**src/design/psg_pkg.sv**
```systemverilog
// ----------------------------------------------------------------------------
// psg_pkg: shared types and constants for the permutation step generator
// Direction codes, reset defaults, output item layout and store control.
// ----------------------------------------------------------------------------
package psg_pkg;

  // Direction bit codes
  localparam logic LEFT  = 1'b0;
  localparam logic RIGHT = 1'b1;

  // Build size default and register reset
  localparam int unsigned MAX_ELEMS_DEF = 8;
  localparam int unsigned ELEM_COUNT_W  = 4;
  localparam logic [ELEM_COUNT_W-1:0] ELEM_COUNT_RST = 4'd8;

  // Output field types (fixed widths of the result item)
  typedef logic [3:0] elem_value_t;
  typedef logic [2:0] elem_pos_t;

  typedef struct packed {
    elem_value_t value;
    elem_pos_t   position;
    logic        last;
    logic        finished;
  } out_item_t;

  // Store control strobes from the sequencer
  typedef struct packed {
    logic rd_en;
    logic wr_en;
    logic clr;
  } st_ctl_t;

endpackage

```
**src/design/psg_store.sv**
```systemverilog
// ----------------------------------------------------------------------------
// psg_store: permutation and direction store
// One write port, one registered read port; per-entry valid bits make an
// unwritten entry read as the identity value with direction LEFT.
// ----------------------------------------------------------------------------
module psg_store #(
  parameter int unsigned MAX_ELEMS = psg_pkg::MAX_ELEMS_DEF
) (
  input  logic                                clk_i,
  input  logic                                rst_ni,
  input  psg_pkg::st_ctl_t                    ctl_i,
  input  logic [$clog2(MAX_ELEMS)-1:0]        rd_addr_i,
  input  logic [$clog2(MAX_ELEMS)-1:0]        wr_addr_i,
  input  logic [$clog2(MAX_ELEMS+1):0]        wr_data_i,
  output logic [$clog2(MAX_ELEMS+1):0]        rd_data_o,
  output logic [$clog2(MAX_ELEMS)-1:0]        rd_idx_o
);

  localparam int unsigned IW = $clog2(MAX_ELEMS);
  localparam int unsigned VW = $clog2(MAX_ELEMS + 1);
  localparam int unsigned EW = VW + 1;

  logic [EW-1:0]        mem_q [MAX_ELEMS];
  logic [MAX_ELEMS-1:0] vld_q;
  logic [EW-1:0]        rd_mem_q;
  logic                 rd_vld_q;
  logic [IW-1:0]        rd_idx_q;

  // Array and read data: no reset needed
  always_ff @(posedge clk_i) begin
    if (ctl_i.wr_en) begin
      mem_q[wr_addr_i] <= wr_data_i;
    end
    if (ctl_i.rd_en) begin
      rd_mem_q <= mem_q[rd_addr_i];
    end
  end

  always_ff @(posedge clk_i or negedge rst_ni) begin
    if (!rst_ni) begin
      vld_q    <= '0;
      rd_vld_q <= 1'b0;
      rd_idx_q <= '0;
    end else begin
      if (ctl_i.clr) begin
        vld_q <= '0;
      end else if (ctl_i.wr_en) begin
        vld_q[wr_addr_i] <= 1'b1;
      end
      if (ctl_i.rd_en) begin
        rd_vld_q <= vld_q[rd_addr_i];
        rd_idx_q <= rd_addr_i;
      end
    end
  end

  // Unwritten entry: position i holds i+1, pointing left
  assign rd_data_o = rd_vld_q ? rd_mem_q
                              : {psg_pkg::LEFT, VW'(rd_idx_q) + VW'(1)};
  assign rd_idx_o  = rd_idx_q;

endmodule

```
**src/design/psg_ctrl.sv**
```systemverilog
// ----------------------------------------------------------------------------
// psg_ctrl: step sequencer with shared comparator
// Scans for the largest mobile element, swaps it, then streams the
// permutation while flipping directions of larger elements.
// ----------------------------------------------------------------------------
module psg_ctrl #(
  parameter int unsigned MAX_ELEMS = psg_pkg::MAX_ELEMS_DEF
) (
  input  logic                                clk_i,
  input  logic                                rst_ni,
  input  logic                                in_fire_i,
  input  logic                                restart_i,
  input  logic [$clog2(MAX_ELEMS+1)-1:0]      n_i,
  input  logic                                slot_free_i,
  input  logic [$clog2(MAX_ELEMS+1):0]        rd_data_i,
  input  logic [$clog2(MAX_ELEMS)-1:0]        rd_idx_i,
  output logic                                busy_o,
  output psg_pkg::st_ctl_t                    st_ctl_o,
  output logic [$clog2(MAX_ELEMS)-1:0]        rd_addr_o,
  output logic [$clog2(MAX_ELEMS)-1:0]        wr_addr_o,
  output logic [$clog2(MAX_ELEMS+1):0]        wr_data_o,
  output logic                                push_o,
  output psg_pkg::out_item_t                  item_o
);

  localparam int unsigned IW = $clog2(MAX_ELEMS);
  localparam int unsigned CW = $clog2(MAX_ELEMS + 1);
  localparam int unsigned VW = CW;

  typedef enum logic [2:0] {
    S_IDLE, S_SCAN, S_SWAP_A, S_SWAP_B, S_EMIT, S_FIN
  } state_e;

  state_e        state_q, state_d;
  logic [CW-1:0] cnt_q, cnt_d;
  logic          rv_q, rv_d;
  logic          have_prev_q, have_prev_d;
  logic          pend_q, pend_d;
  logic          flip_q, flip_d;
  logic [VW-1:0] prev_val_q, prev_val_d;
  logic          prev_dir_q, prev_dir_d;
  logic [IW-1:0] prev_idx_q, prev_idx_d;
  logic [VW-1:0] best_val_q, best_val_d;
  logic          best_dir_q, best_dir_d;
  logic [IW-1:0] best_pos_q, best_pos_d;
  logic [VW-1:0] oth_val_q, oth_val_d;
  logic          oth_dir_q, oth_dir_d;
  logic [IW-1:0] oth_pos_q, oth_pos_d;

  logic [VW-1:0] new_val;
  logic          new_dir;
  logic [VW-1:0] cmp_b;
  logic          gt;
  logic          cand_mob;
  logic [VW-1:0] cand_val;
  logic          cand_dir;
  logic [IW-1:0] cand_pos;
  logic [VW-1:0] cand_oth_val;
  logic          cand_oth_dir;
  logic [IW-1:0] cand_oth_pos;
  logic          more;

  assign new_val = rd_data_i[VW-1:0];
  assign new_dir = rd_data_i[VW];

  // Shared comparator: neighbor pair during scan, moved value during emit
  assign cmp_b = (state_q == S_EMIT) ? best_val_q : prev_val_q;
  assign gt    = new_val > cmp_b;

  // Pair (prev, new): larger one is mobile if it points at the other
  assign cand_mob     = gt ? (new_dir == psg_pkg::LEFT) : (prev_dir_q == psg_pkg::RIGHT);
  assign cand_val     = gt ? new_val    : prev_val_q;
  assign cand_dir     = gt ? new_dir    : prev_dir_q;
  assign cand_pos     = gt ? rd_idx_i   : prev_idx_q;
  assign cand_oth_val = gt ? prev_val_q : new_val;
  assign cand_oth_dir = gt ? prev_dir_q : new_dir;
  assign cand_oth_pos = gt ? prev_idx_q : rd_idx_i;

  assign more = cnt_q < n_i;

  always_comb begin
    state_d     = state_q;
    cnt_d       = cnt_q;
    rv_d        = rv_q;
    have_prev_d = have_prev_q;
    pend_d      = pend_q;
    flip_d      = flip_q;
    prev_val_d  = prev_val_q;
    prev_dir_d  = prev_dir_q;
    prev_idx_d  = prev_idx_q;
    best_val_d  = best_val_q;
    best_dir_d  = best_dir_q;
    best_pos_d  = best_pos_q;
    oth_val_d   = oth_val_q;
    oth_dir_d   = oth_dir_q;
    oth_pos_d   = oth_pos_q;
    st_ctl_o    = '0;
    rd_addr_o   = cnt_q[IW-1:0];
    wr_addr_o   = '0;
    wr_data_o   = '0;
    push_o      = 1'b0;
    item_o      = '0;

    case (state_q)
      S_IDLE: begin
        if (in_fire_i) begin
          cnt_d = '0;
          if (restart_i) begin
            st_ctl_o.clr = 1'b1;
            flip_d       = 1'b0;
            pend_d       = 1'b0;
            state_d      = S_EMIT;
          end else begin
            flip_d      = 1'b1;
            rv_d        = 1'b0;
            have_prev_d = 1'b0;
            best_val_d  = '0;
            state_d     = S_SCAN;
          end
        end
      end

      S_SCAN: begin
        st_ctl_o.rd_en = more;
        rv_d           = more;
        if (more) begin
          cnt_d = cnt_q + CW'(1);
        end
        if (rv_q) begin
          if (have_prev_q && cand_mob && (cand_val > best_val_q)) begin
            best_val_d = cand_val;
            best_dir_d = cand_dir;
            best_pos_d = cand_pos;
            oth_val_d  = cand_oth_val;
            oth_dir_d  = cand_oth_dir;
            oth_pos_d  = cand_oth_pos;
          end
          prev_val_d  = new_val;
          prev_dir_d  = new_dir;
          prev_idx_d  = rd_idx_i;
          have_prev_d = 1'b1;
        end
        if (!more) begin
          state_d = S_SWAP_A;
        end
      end

      S_SWAP_A: begin
        if (best_val_q == '0) begin
          state_d = S_FIN;
        end else begin
          st_ctl_o.wr_en = 1'b1;
          wr_addr_o      = best_pos_q;
          wr_data_o      = {oth_dir_q, oth_val_q};
          state_d        = S_SWAP_B;
        end
      end

      S_SWAP_B: begin
        st_ctl_o.wr_en = 1'b1;
        wr_addr_o      = oth_pos_q;
        wr_data_o      = {best_dir_q, best_val_q};
        cnt_d          = '0;
        pend_d         = 1'b0;
        state_d        = S_EMIT;
      end

      S_EMIT: begin
        if (!pend_q) begin
          st_ctl_o.rd_en = 1'b1;
          cnt_d          = cnt_q + CW'(1);
          pend_d         = 1'b1;
        end else if (slot_free_i) begin
          push_o          = 1'b1;
          item_o.value    = psg_pkg::elem_value_t'(new_val);
          item_o.position = psg_pkg::elem_pos_t'(rd_idx_i);
          item_o.last     = !more;
          // Larger than the moved element: reverse direction
          st_ctl_o.wr_en  = flip_q;
          wr_addr_o       = rd_idx_i;
          wr_data_o       = {new_dir ^ gt, new_val};
          if (more) begin
            st_ctl_o.rd_en = 1'b1;
            cnt_d          = cnt_q + CW'(1);
          end else begin
            pend_d  = 1'b0;
            state_d = S_IDLE;
          end
        end
      end

      S_FIN: begin
        if (slot_free_i) begin
          push_o          = 1'b1;
          item_o.last     = 1'b1;
          item_o.finished = 1'b1;
          state_d         = S_IDLE;
        end
      end

      default: begin
        state_d = S_IDLE;
      end
    endcase
  end

  always_ff @(posedge clk_i or negedge rst_ni) begin
    if (!rst_ni) begin
      state_q     <= S_IDLE;
      cnt_q       <= '0;
      rv_q        <= 1'b0;
      have_prev_q <= 1'b0;
      pend_q      <= 1'b0;
      flip_q      <= 1'b0;
      prev_val_q  <= '0;
      prev_dir_q  <= psg_pkg::LEFT;
      prev_idx_q  <= '0;
      best_val_q  <= '0;
      best_dir_q  <= psg_pkg::LEFT;
      best_pos_q  <= '0;
      oth_val_q   <= '0;
      oth_dir_q   <= psg_pkg::LEFT;
      oth_pos_q   <= '0;
    end else begin
      state_q     <= state_d;
      cnt_q       <= cnt_d;
      rv_q        <= rv_d;
      have_prev_q <= have_prev_d;
      pend_q      <= pend_d;
      flip_q      <= flip_d;
      prev_val_q  <= prev_val_d;
      prev_dir_q  <= prev_dir_d;
      prev_idx_q  <= prev_idx_d;
      best_val_q  <= best_val_d;
      best_dir_q  <= best_dir_d;
      best_pos_q  <= best_pos_d;
      oth_val_q   <= oth_val_d;
      oth_dir_q   <= oth_dir_d;
      oth_pos_q   <= oth_pos_d;
    end
  end

  assign busy_o = (state_q != S_IDLE);

endmodule

```
**src/design/permutation_step_generator.sv**
```systemverilog
// ----------------------------------------------------------------------------
// permutation_step_generator: Johnson-Trotter permutation stepper
// Holds the current permutation and direction bits; each item restarts at the
// identity or takes one plain-changes step, and the resulting permutation is
// streamed out one element per result item, or one finished item if none moves.
//
//   channel  | dir | handshake                    | payload
//   ---------+-----+------------------------------+---------------------------
//   in       | in  | in_valid_i / in_stall_o      | restart_i
//   out      | out | out_valid_o / out_stall_i    | elem_value_o, elem_position_o,
//            |     |                              | last_elem_o, finished_o
//   cfg      | in  | cfg_valid_i / cfg_ready_o    | cfg_elem_count_i
//
// The single read port of the permutation store shapes each item: the
//   scan reads one entry a cycle, the swap takes two writes, and the
//   output stream reads one entry a cycle while not stalled, writing
//   back flipped directions on a step.
// Reset leaves the identity with all directions left and N = 8; no
// clearing pass, the store's valid bits clear at once.
// Output stalls hold the stream in place; a new item is taken once the
// sequencer is idle, even while the last result still waits.
// ----------------------------------------------------------------------------
module permutation_step_generator #(
  parameter int unsigned MAX_ELEMS = psg_pkg::MAX_ELEMS_DEF
) (
  input  logic                               clk_i,
  input  logic                               rst_ni,
  // input items
  input  logic                               in_valid_i,
  output logic                               in_stall_o,
  input  logic                               restart_i,
  // result items
  output logic                               out_valid_o,
  input  logic                               out_stall_i,
  output logic [3:0]                         elem_value_o,
  output logic [2:0]                         elem_position_o,
  output logic                               last_elem_o,
  output logic                               finished_o,
  // configuration
  input  logic                               cfg_valid_i,
  output logic                               cfg_ready_o,
  input  logic [psg_pkg::ELEM_COUNT_W-1:0]   cfg_elem_count_i
);

  localparam int unsigned IW = $clog2(MAX_ELEMS);
  localparam int unsigned CW = $clog2(MAX_ELEMS + 1);
  localparam int unsigned EW = CW + 1;

  logic [psg_pkg::ELEM_COUNT_W-1:0] elem_count_q;
  logic [CW-1:0]                    n_act;

  logic                             busy;
  logic                             in_fire;
  logic                             slot_free;
  logic                             push;
  psg_pkg::out_item_t               item;
  psg_pkg::st_ctl_t                 st_ctl;
  logic [IW-1:0]                    rd_addr;
  logic [IW-1:0]                    wr_addr;
  logic [EW-1:0]                    wr_data;
  logic [EW-1:0]                    rd_data;
  logic [IW-1:0]                    rd_idx;

  logic                             out_valid_q;
  psg_pkg::out_item_t               out_item_q;

  // Configuration register; always ready
  assign cfg_ready_o = 1'b1;

  always_ff @(posedge clk_i or negedge rst_ni) begin
    if (!rst_ni) begin
      elem_count_q <= psg_pkg::ELEM_COUNT_RST;
    end else if (cfg_valid_i && cfg_ready_o) begin
      elem_count_q <= cfg_elem_count_i;
    end
  end

  // Active count: zero acts as one, above build size acts as build size
  always_comb begin
    if (elem_count_q == '0) begin
      n_act = CW'(1);
    end else if (int'(elem_count_q) > int'(MAX_ELEMS)) begin
      n_act = CW'(MAX_ELEMS);
    end else begin
      n_act = CW'(elem_count_q);
    end
  end

  assign in_stall_o = busy;
  assign in_fire    = in_valid_i && !in_stall_o;

  // Output register frees when empty or being taken this cycle
  assign slot_free = !out_valid_q || !out_stall_i;

  psg_store #(
    .MAX_ELEMS (MAX_ELEMS)
  ) u_store (
    .clk_i     (clk_i),
    .rst_ni    (rst_ni),
    .ctl_i     (st_ctl),
    .rd_addr_i (rd_addr),
    .wr_addr_i (wr_addr),
    .wr_data_i (wr_data),
    .rd_data_o (rd_data),
    .rd_idx_o  (rd_idx)
  );

  psg_ctrl #(
    .MAX_ELEMS (MAX_ELEMS)
  ) u_ctrl (
    .clk_i       (clk_i),
    .rst_ni      (rst_ni),
    .in_fire_i   (in_fire),
    .restart_i   (restart_i),
    .n_i         (n_act),
    .slot_free_i (slot_free),
    .rd_data_i   (rd_data),
    .rd_idx_i    (rd_idx),
    .busy_o      (busy),
    .st_ctl_o    (st_ctl),
    .rd_addr_o   (rd_addr),
    .wr_addr_o   (wr_addr),
    .wr_data_o   (wr_data),
    .push_o      (push),
    .item_o      (item)
  );

  // Output register
  always_ff @(posedge clk_i or negedge rst_ni) begin
    if (!rst_ni) begin
      out_valid_q <= 1'b0;
    end else if (push) begin
      out_valid_q <= 1'b1;
    end else if (!out_stall_i) begin
      out_valid_q <= 1'b0;
    end
  end

  always_ff @(posedge clk_i) begin
    if (push) begin
      out_item_q <= item;
    end
  end

  assign out_valid_o     = out_valid_q;
  assign elem_value_o    = out_item_q.value;
  assign elem_position_o = out_item_q.position;
  assign last_elem_o     = out_item_q.last;
  assign finished_o      = out_item_q.finished;

endmodule

```
**config.mk**
```make
export PLATFORM = sky130hd
export DESIGN_NAME = permutation_step_generator
export DESIGN_NICKNAME = d
export VERILOG_FILES = /design/src/design/psg_pkg.sv /design/src/design/psg_store.sv /design/src/design/psg_ctrl.sv /design/src/design/permutation_step_generator.sv
export SDC_FILE = /design/constraint.sdc
export NUM_CORES = 1
export LEC_CHECK = 0
export BUFFER_PORTS_ARGS = -buffer_cell sky130_fd_sc_hd__buf_2
export CAP_MARGIN = 20
export CORE_ASPECT_RATIO = 0.8
export CORE_MARGIN = 2
export CORE_UTILIZATION = 40
export DETAILED_ROUTE_END_ITERATION = 16
export GPL_TIMING_DRIVEN = 0
export PLACE_DENSITY = 0.54
export SLEW_MARGIN = 20
export SYNTH_ARGS = -nofsm -noshare
export SYNTH_HDL_FRONTEND = slang
export SYNTH_SLANG_ARGS = --single-unit
```
**constraint.sdc**
```tcl
create_clock -name clk_i -period 6 [get_ports clk_i]
set_input_delay 0.6 -clock clk_i [delete_from_list [all_inputs] [get_ports clk_i]]
set_output_delay 0.6 -clock clk_i [all_outputs]
set_load 0.03 [all_outputs]
```
==> flow_summary.toml, run 1 <==
[clock_tree]
cts_resized = 0
cts_tree = "built"
path_clk_slew_ns = 0.07
insertion_delay_ns = 0.35
cts_setup_buffers = 0
ctsHoldBuffers = 0
cts_buffer_depth = 2
clock-sinks = 106
cts_root_buf = "clkbuf_16"
ctsHtreeMaxLevel = 3
cts_buffers = 9

[layout]
nNetsFinal = 436
layout-drive-gt1-share_pct = 25.1
area_growth_pct = 11.8
num_antenna_cells = 0

[routing]
first_iter_violations = 247
routed_wl_um = 11400
ant_nets = 0
wl_per_cell_um = 19.4
routed_via_density = 5.44
drc = 0
vias = 3203
dr.pass1.iters = 5

[setup_path]
critPathKind = "reg2reg"
endpoint_kind = "flop"
worst-endpoint-required_ns = 6.23
cp.arrival_ns = 5.56
crit_path_start_kind = "flop"
crit_fanout = 10

[grt]
antenna_found_initial = 0
grt_usage_pct = 18.0
grt_max_degree = 53
overflow = 0
grt_pass1_vias = 3214
grt_pass1_wl_um = 18200

[synth]
yosysUniqueCellTypes = 60
ys_async_sr_fraction_pct = 49.1
synth.most_common_cell = "edfxtp_1"
synth_seq_area_share_pct = 57.3
ys_ff_latch = 106
syn_area_per_cell_um2 = 13.4
yosys-top-cells-area = "edfxtp_1, dfrtp_1, mux2_2"
synth.cell_area_um2 = 5110
synth_fp_nets = 405
synth_flop_cell = "edfxtp_1"
synth_edf_count = 54
synth.top_cell.area_share_pct = 31.7
netlist_instances = 382
synth_top_cell_by_area = "edfxtp_1"
yosysWarnings = 0
ys_top_cells_by_count = "edfxtp_1, dfrtp_1, nand2_1"

[timing]
maxSlewViolCount = 0
rsz0062_at_grt = "no"
skew_ns = 0.00678
setup_viol = 0
relSlewSlack_pct = 27.9
setup_ws_ns = 0.670
finalHoldViolCount = 0
fmax_mhz = 188
fin_setup_tns_ns = 0
worst_pin_slew_ns = 1.07
period_share_pct = 88.8
period_minus_slack_ns = 5.33

[power]
ir_drop_mv = 0.181
power_density_nw_per_um2 = 543
p_leak_nw = 2.35

[floorplanning]
start_util_pct = 41.5
die_height_um = 105
rows = 36
dieArea_um2 = 13700
ioPinCount = 22
die_x_um = 130
core_um2 = 12300

[placement]
dp_hpwl_um = 8080
pre_cts_ws_ns = 0.806
io_buffers = 20
gp_congestion = 0.834

[hold_path]
hold_path.class = "in2async"

[run_status]
outcome = "finished, final reports clean"

[run]
drv_cap = 0
==> placed cells by master (no fill, tap or decap), types with 3 or more instances in the layout <==
master | Yosys | routed
nor2b_1 | 3 | 3
a221o_1 | 6 | 6
a21o_1 | 6 | 6
mux2i_1 | 9 | 9
buf_2 | 5 | 24
o21a_1 | 5 | 5
nand2_1 | 42 | 42
a31oi_1 | 3 | 3
and2_1 | 7 | 7
nand3_1 | 9 | 9
dfrtp_1 | 51 | 51
o211ai_1 | 4 | 4
nor2_1 | 12 | 12
ha_1 | 13 | 13
mux4_2 | 12 | 12
mux2_2 | 28 | 28
mux2_1 | 8 | 8
inv_1 | 15 | 15
o21ai_0 | 11 | 11
o31ai_1 | 4 | 4
edfxtp_1 | 54 | 54
o2bb2ai_1 | 3 | 3
a21oi_1 | 13 | 13
clkbuf_16 | 0 | 9
nor3_2 | 6 | 6
clkbuf_1 | 7 | 7
nor3_1 | 4 | 4
==> cell families after synthesis <==
group / count (synthesis) / synth area share, %
AND/OR/NAND/NOR: 98 / 10.3
AO/OA/AOI/OAI: 73 / 11.0
XOR/XNOR: 2 / 0.343
multiplexers: 57 / 15.0
buffers and inverters: 32 / 2.84
adder cells (fa/ha/maj): 13 / 3.18
flip-flops: 106 / 57.3
other: 1 / 0.0734
==> flip-flops by register name (all words and copies together) (netlist names), 4 cells and up <==
register and count:
elem_value_o 4, u_store.rd_mem_q 5, elem_count_q 4, u_store.vld_q 8, u_ctrl.cnt_q 4, u_store.mem_q 40, u_ctrl.prev_val_q 4, u_ctrl.oth_val_q 4
u_ctrl.best_val_q 4
==> final timing paths <==
path / from / end / slack (ns) / cells after the start
max in group asynchronous: rst_ni / u_ctrl.prev_dir_q$_DFFE_PN0P_ / 5.22 / 1
min in group clk_i: cfg_valid_i / elem_count_q[3]$_DFFE_PN1P_ / 0.47 / 2
min: rst_ni / elem_count_q[2]$_DFFE_PN0P_ / 0.30 / 1
max reg2reg: u_ctrl.state_q[1]$_DFFE_PN0P_ / u_ctrl.oth_val_q[1]$_DFFE_PN0P_ / 0.67 / 17
min reg2reg: u_ctrl.oth_pos_q[2]$_DFFE_PN0P_ / u_ctrl.oth_pos_q[2]$_DFFE_PN0P_ / 0.48 / 1
max: u_ctrl.state_q[1]$_DFFE_PN0P_ / u_ctrl.oth_val_q[1]$_DFFE_PN0P_ / 0.67 / 17
==> stage by stage <==
stage	cells	util, %	instance area [um2]	total power [mW]	hold WS [ns]
floorplan	382	-	5110	2.15	0.304
global placement	573	44.1	5420	2.51	0.458
detailed placement	573	44.1	5420	2.53	0.466
CTS	589	46.4	5710	3.11	0.322
global route	589	46.4	5710	3.29	0.347
finish	589	46.4	5710	3.10	0.297
==> power by group <==
part	internal (mW)	leakage, nW	switching [mW]
logic	0.583	1.04	0.851
clock network	0.298	0.139	0.279
registers	0.965	1.18	0.125
==> metal layers <==
layer,share of wire [%],wire [um],GRT usage (%)
met5,0,0,0
met4,1.3,154,4.79
met3,3.6,414,3.53
met2,45,5140,26.9
met1,50,5730,26.8
==> layout make-up <==
| class | count | area, um2 |
|---|---|---|
| clock buffer | 10 | 239 |
| clock inverter | 6 | 48.8 |
| fill | 1124 | 6590 |
| inverter | 17 | 63.8 |
| tap | 171 | 214 |
| multi-input combinational | 244 | 2040 |
| sequential | 106 | 2920 |
| buffer | 15 | 81.3 |
| timing repair buffer | 20 | 103 |
==> critical path, cell delays in order (launching register included) <==
cell	delay (ns)
dfrtp_1	0.50
nor2_2	0.37
nand2_1	0.35
mux2_2	0.38
ha_1	0.21
nor2b_1	0.13
o211ai_1	0.12
a21boi_2	0.51
buf_2	0.40
mux2i_1	0.30
inv_1	0.07
ha_1	0.29
nor2b_1	0.13
o211ai_1	0.13
a211oi_4	0.38
o221a_2	0.38
buf_6	0.21
mux2_2	0.35
No activity file was read; power rests on OpenSTA's default activity.
==> inputs of run 2 (changes only) <==
- GPL_TIMING_DRIVEN: 0 -> unset
- PLACE_DENSITY: 0.54 -> 0.56
- SYNTH_HIERARCHICAL: unset -> 1
==> flow_summary.toml, run 2 <==
[run_status]
outcome = "finished, final reports clean"

[placement]
dp_cells = 579
dp_hpwl_um = 7730
placed_area_um2 = 5440
gp_congestion = 0.820
pre_cts_ws_ns = 1.31
io_buffers = 20

[routing]
dr.pass1.iters = 4
first_iter_violations = 178
routed_wl_um = 11300
wl_per_cell_um = 18.9
vias = 3296
drc = 0
routed_via_density = 5.54
ant_nets = 0

[timing]
worst_pin_slew_ns = 1.09
period_share_pct = 79.2
period_minus_slack_ns = 4.75
rsz0062_at_grt = "no"
setup_viol = 0
skew_ns = 0.0125
maxSlewViolCount = 0
setup_ws_ns = 1.25
fin_setup_tns_ns = 0
relSlewSlack_pct = 27.2
finalHoldViolCount = 0
fmax_mhz = 211

[clock_tree]
cts_tree = "built"
cts_setup_buffers = 0
cts_buffer_depth = 2
cts_resized = 0
clock-sinks = 106
ctsHoldBuffers = 0
path_clk_slew_ns = 0.08
cts_root_buf = "clkbuf_16"
insertion_delay_ns = 0.36
cts_buffers = 9
ctsHtreeMaxLevel = 3

[layout]
fill_cells = 1189
num_antenna_cells = 0
nNetsFinal = 438
largest_register = "u_store/mem_q"
layout-drive-gt1-share_pct = 20.0
largest_register_ffs = 40
fin_util_pct = 44.9
area_growth_pct = 10.1
stdcell_count = 595
finalInstanceArea_um2 = 5760
mostFrequentLayoutCells = "edfxtp_1, dfrtp_1, nor2_1"
final_common_cell = "edfxtp_1"
reg_top3 = "u_store/mem_q: 40 flops, u_store/vld_q: 8 flops, u_store/rd_mem_q: 5 flops"

[grt]
overflow = 0
grt_max_degree = 53
grt_pass1_wl_um = 18500
antenna_found_initial = 0
grt_usage_pct = 17.3
grt_pass1_vias = 3270

[power]
power_density_nw_per_um2 = 602
ir_drop_mv = 0.291
p_leak_nw = 2.33

[synth]
synth_xor_area_share_pct = 0.335
ys_top_cells_by_count = "edfxtp_1, dfrtp_1, nor2_1"
netlist_instances = 402
synth_fp_nets = 425
synthAdderAreaFrac_pct = 3.11
synth_top_cell_by_area = "edfxtp_1"
yosysWarnings = 6
synth_seq_area_share_pct = 55.9
synth.top_cell.area_share_pct = 31.0
synth_flop_cell = "edfxtp_1"
synth_edf_count = 54
yosys-top-cells-area = "edfxtp_1, dfrtp_1, mux4_1"
synth_mux_area_share_pct = 14.2
ys_ff_latch = 106
syn_area_per_cell_um2 = 13.0
synth_compound_area_share_pct = 11.6
synth.most_common_cell = "edfxtp_1"
synth.cell_area_um2 = 5230
yosysUniqueCellTypes = 67
synth-simple-area-share_pct = 10.7
ys_async_sr_fraction_pct = 49.1
synth_top_family_by_area = "multiplexers"

[run]
drv_cap = 0

[setup_path]
endpoint_kind = "flop"
crit_path_start_kind = "flop"
crit_fanout = 27
cp.arrival_ns = 5.02
worst-endpoint-required_ns = 6.27
critPathKind = "reg2reg"

[floorplanning]
start_util_pct = 40.8
dieArea_um2 = 14000
die_height_um = 106
rows = 37
ioPinCount = 22
die_x_um = 132
core_um2 = 12800

[hold_path]
hold_path.class = "in2async"
==> run 2: cell families (layout without fill, tap and decap cells) <==
kind of cell | after synthesis | after routing
AO/OA/AOI/OAI | 85 | 85
XOR/XNOR | 2 | 2
adder cells (fa/ha/maj) | 13 | 13
buffers and inverters | 38 | 56
flip-flops | 106 | 106
multiplexers | 53 | 53
other | 1 | 1
AND/OR/NAND/NOR | 104 | 104
==> run 2: final timing paths <==
kind                                               start                         endpoint  slack [ns]  cells after the start
hold / removal                                    rst_ni      elem_count_q[1]$_DFFE_PN0P_        0.37                      2
min in group clk_i                   cfg_elem_count_i[2]      elem_count_q[2]$_DFFE_PN0P_        0.47                      2
hold reg to reg              elem_count_q[0]$_DFFE_PN0P_      elem_count_q[0]$_DFFE_PN0P_        0.49                      1
setup reg to reg           u_ctrl/state_q[2]$_DFFE_PN0P_     u_ctrl/oth_dir_q$_DFFE_PN0P_        1.25                     15
setup / recovery           u_ctrl/state_q[2]$_DFFE_PN0P_     u_ctrl/oth_dir_q$_DFFE_PN0P_        1.25                     15
max in group asynchronous                         rst_ni  u_ctrl/oth_val_q[1]$_DFFE_PN0P_        5.16                      2
==> run 2: through the flow <==
| stage | total power [mW] | hold slack, ns |
|---|---|---|
| 6_report | 3.47 | 0.368 |
| 5_1_grt | 3.72 | 0.427 |
| 4_1_cts | 3.48 | 0.401 |
| 3_3_place_gp | 2.82 | 0.475 |
| 3_5_place_dp | 2.86 | 0.481 |
| 2_1_floorplan | 2.56 | 0.304 |
==> run 2: where the power goes <==
group / switching (mW) / internal, mW
logic: 0.993 / 0.693
clock network: 0.304 / 0.301
registers: 0.212 / 0.963
total: 1.51 / 1.96
==> run 2: cell type report <==
class	count	area (um2)	area share, %
inverter	17	63.8	1.11
multi-input combinational	258	2120	36.8
tap	175	219	3.80
timing repair buffer	23	123	2.13
sequential	106	2920	50.8
clock inverter	7	88.8	1.54
clock buffer	9	225	3.91
==> run 2: per-layer routing <==
metal | vias up | wire (um) | GRT usage (%)
met3 | 10 | 381 | 3.67
li1 | 1551 | - | -
met2 | 62 | 5240 | 26.7
met4 | 0 | 107 | 4.66
met1 | 1673 | 5540 | 24.9
met5 | - | 0 | 0
==> run 2: critical path: stages (launching register included) <==
cell,delay [ns]
dfrtp_1,0.64
nor2b_4,0.27
and2_4,0.22
mux2_2,0.35
ha_1,0.19
and2b_1,0.23
o311ai_4,0.14
nor2_4,0.31
mux2_2,0.42
ha_1,0.29
nor2b_1,0.13
o211ai_1,0.10
a21o_1,0.20
nor2_2,0.79
a31oi_1,0.17
a31oi_1,0.19
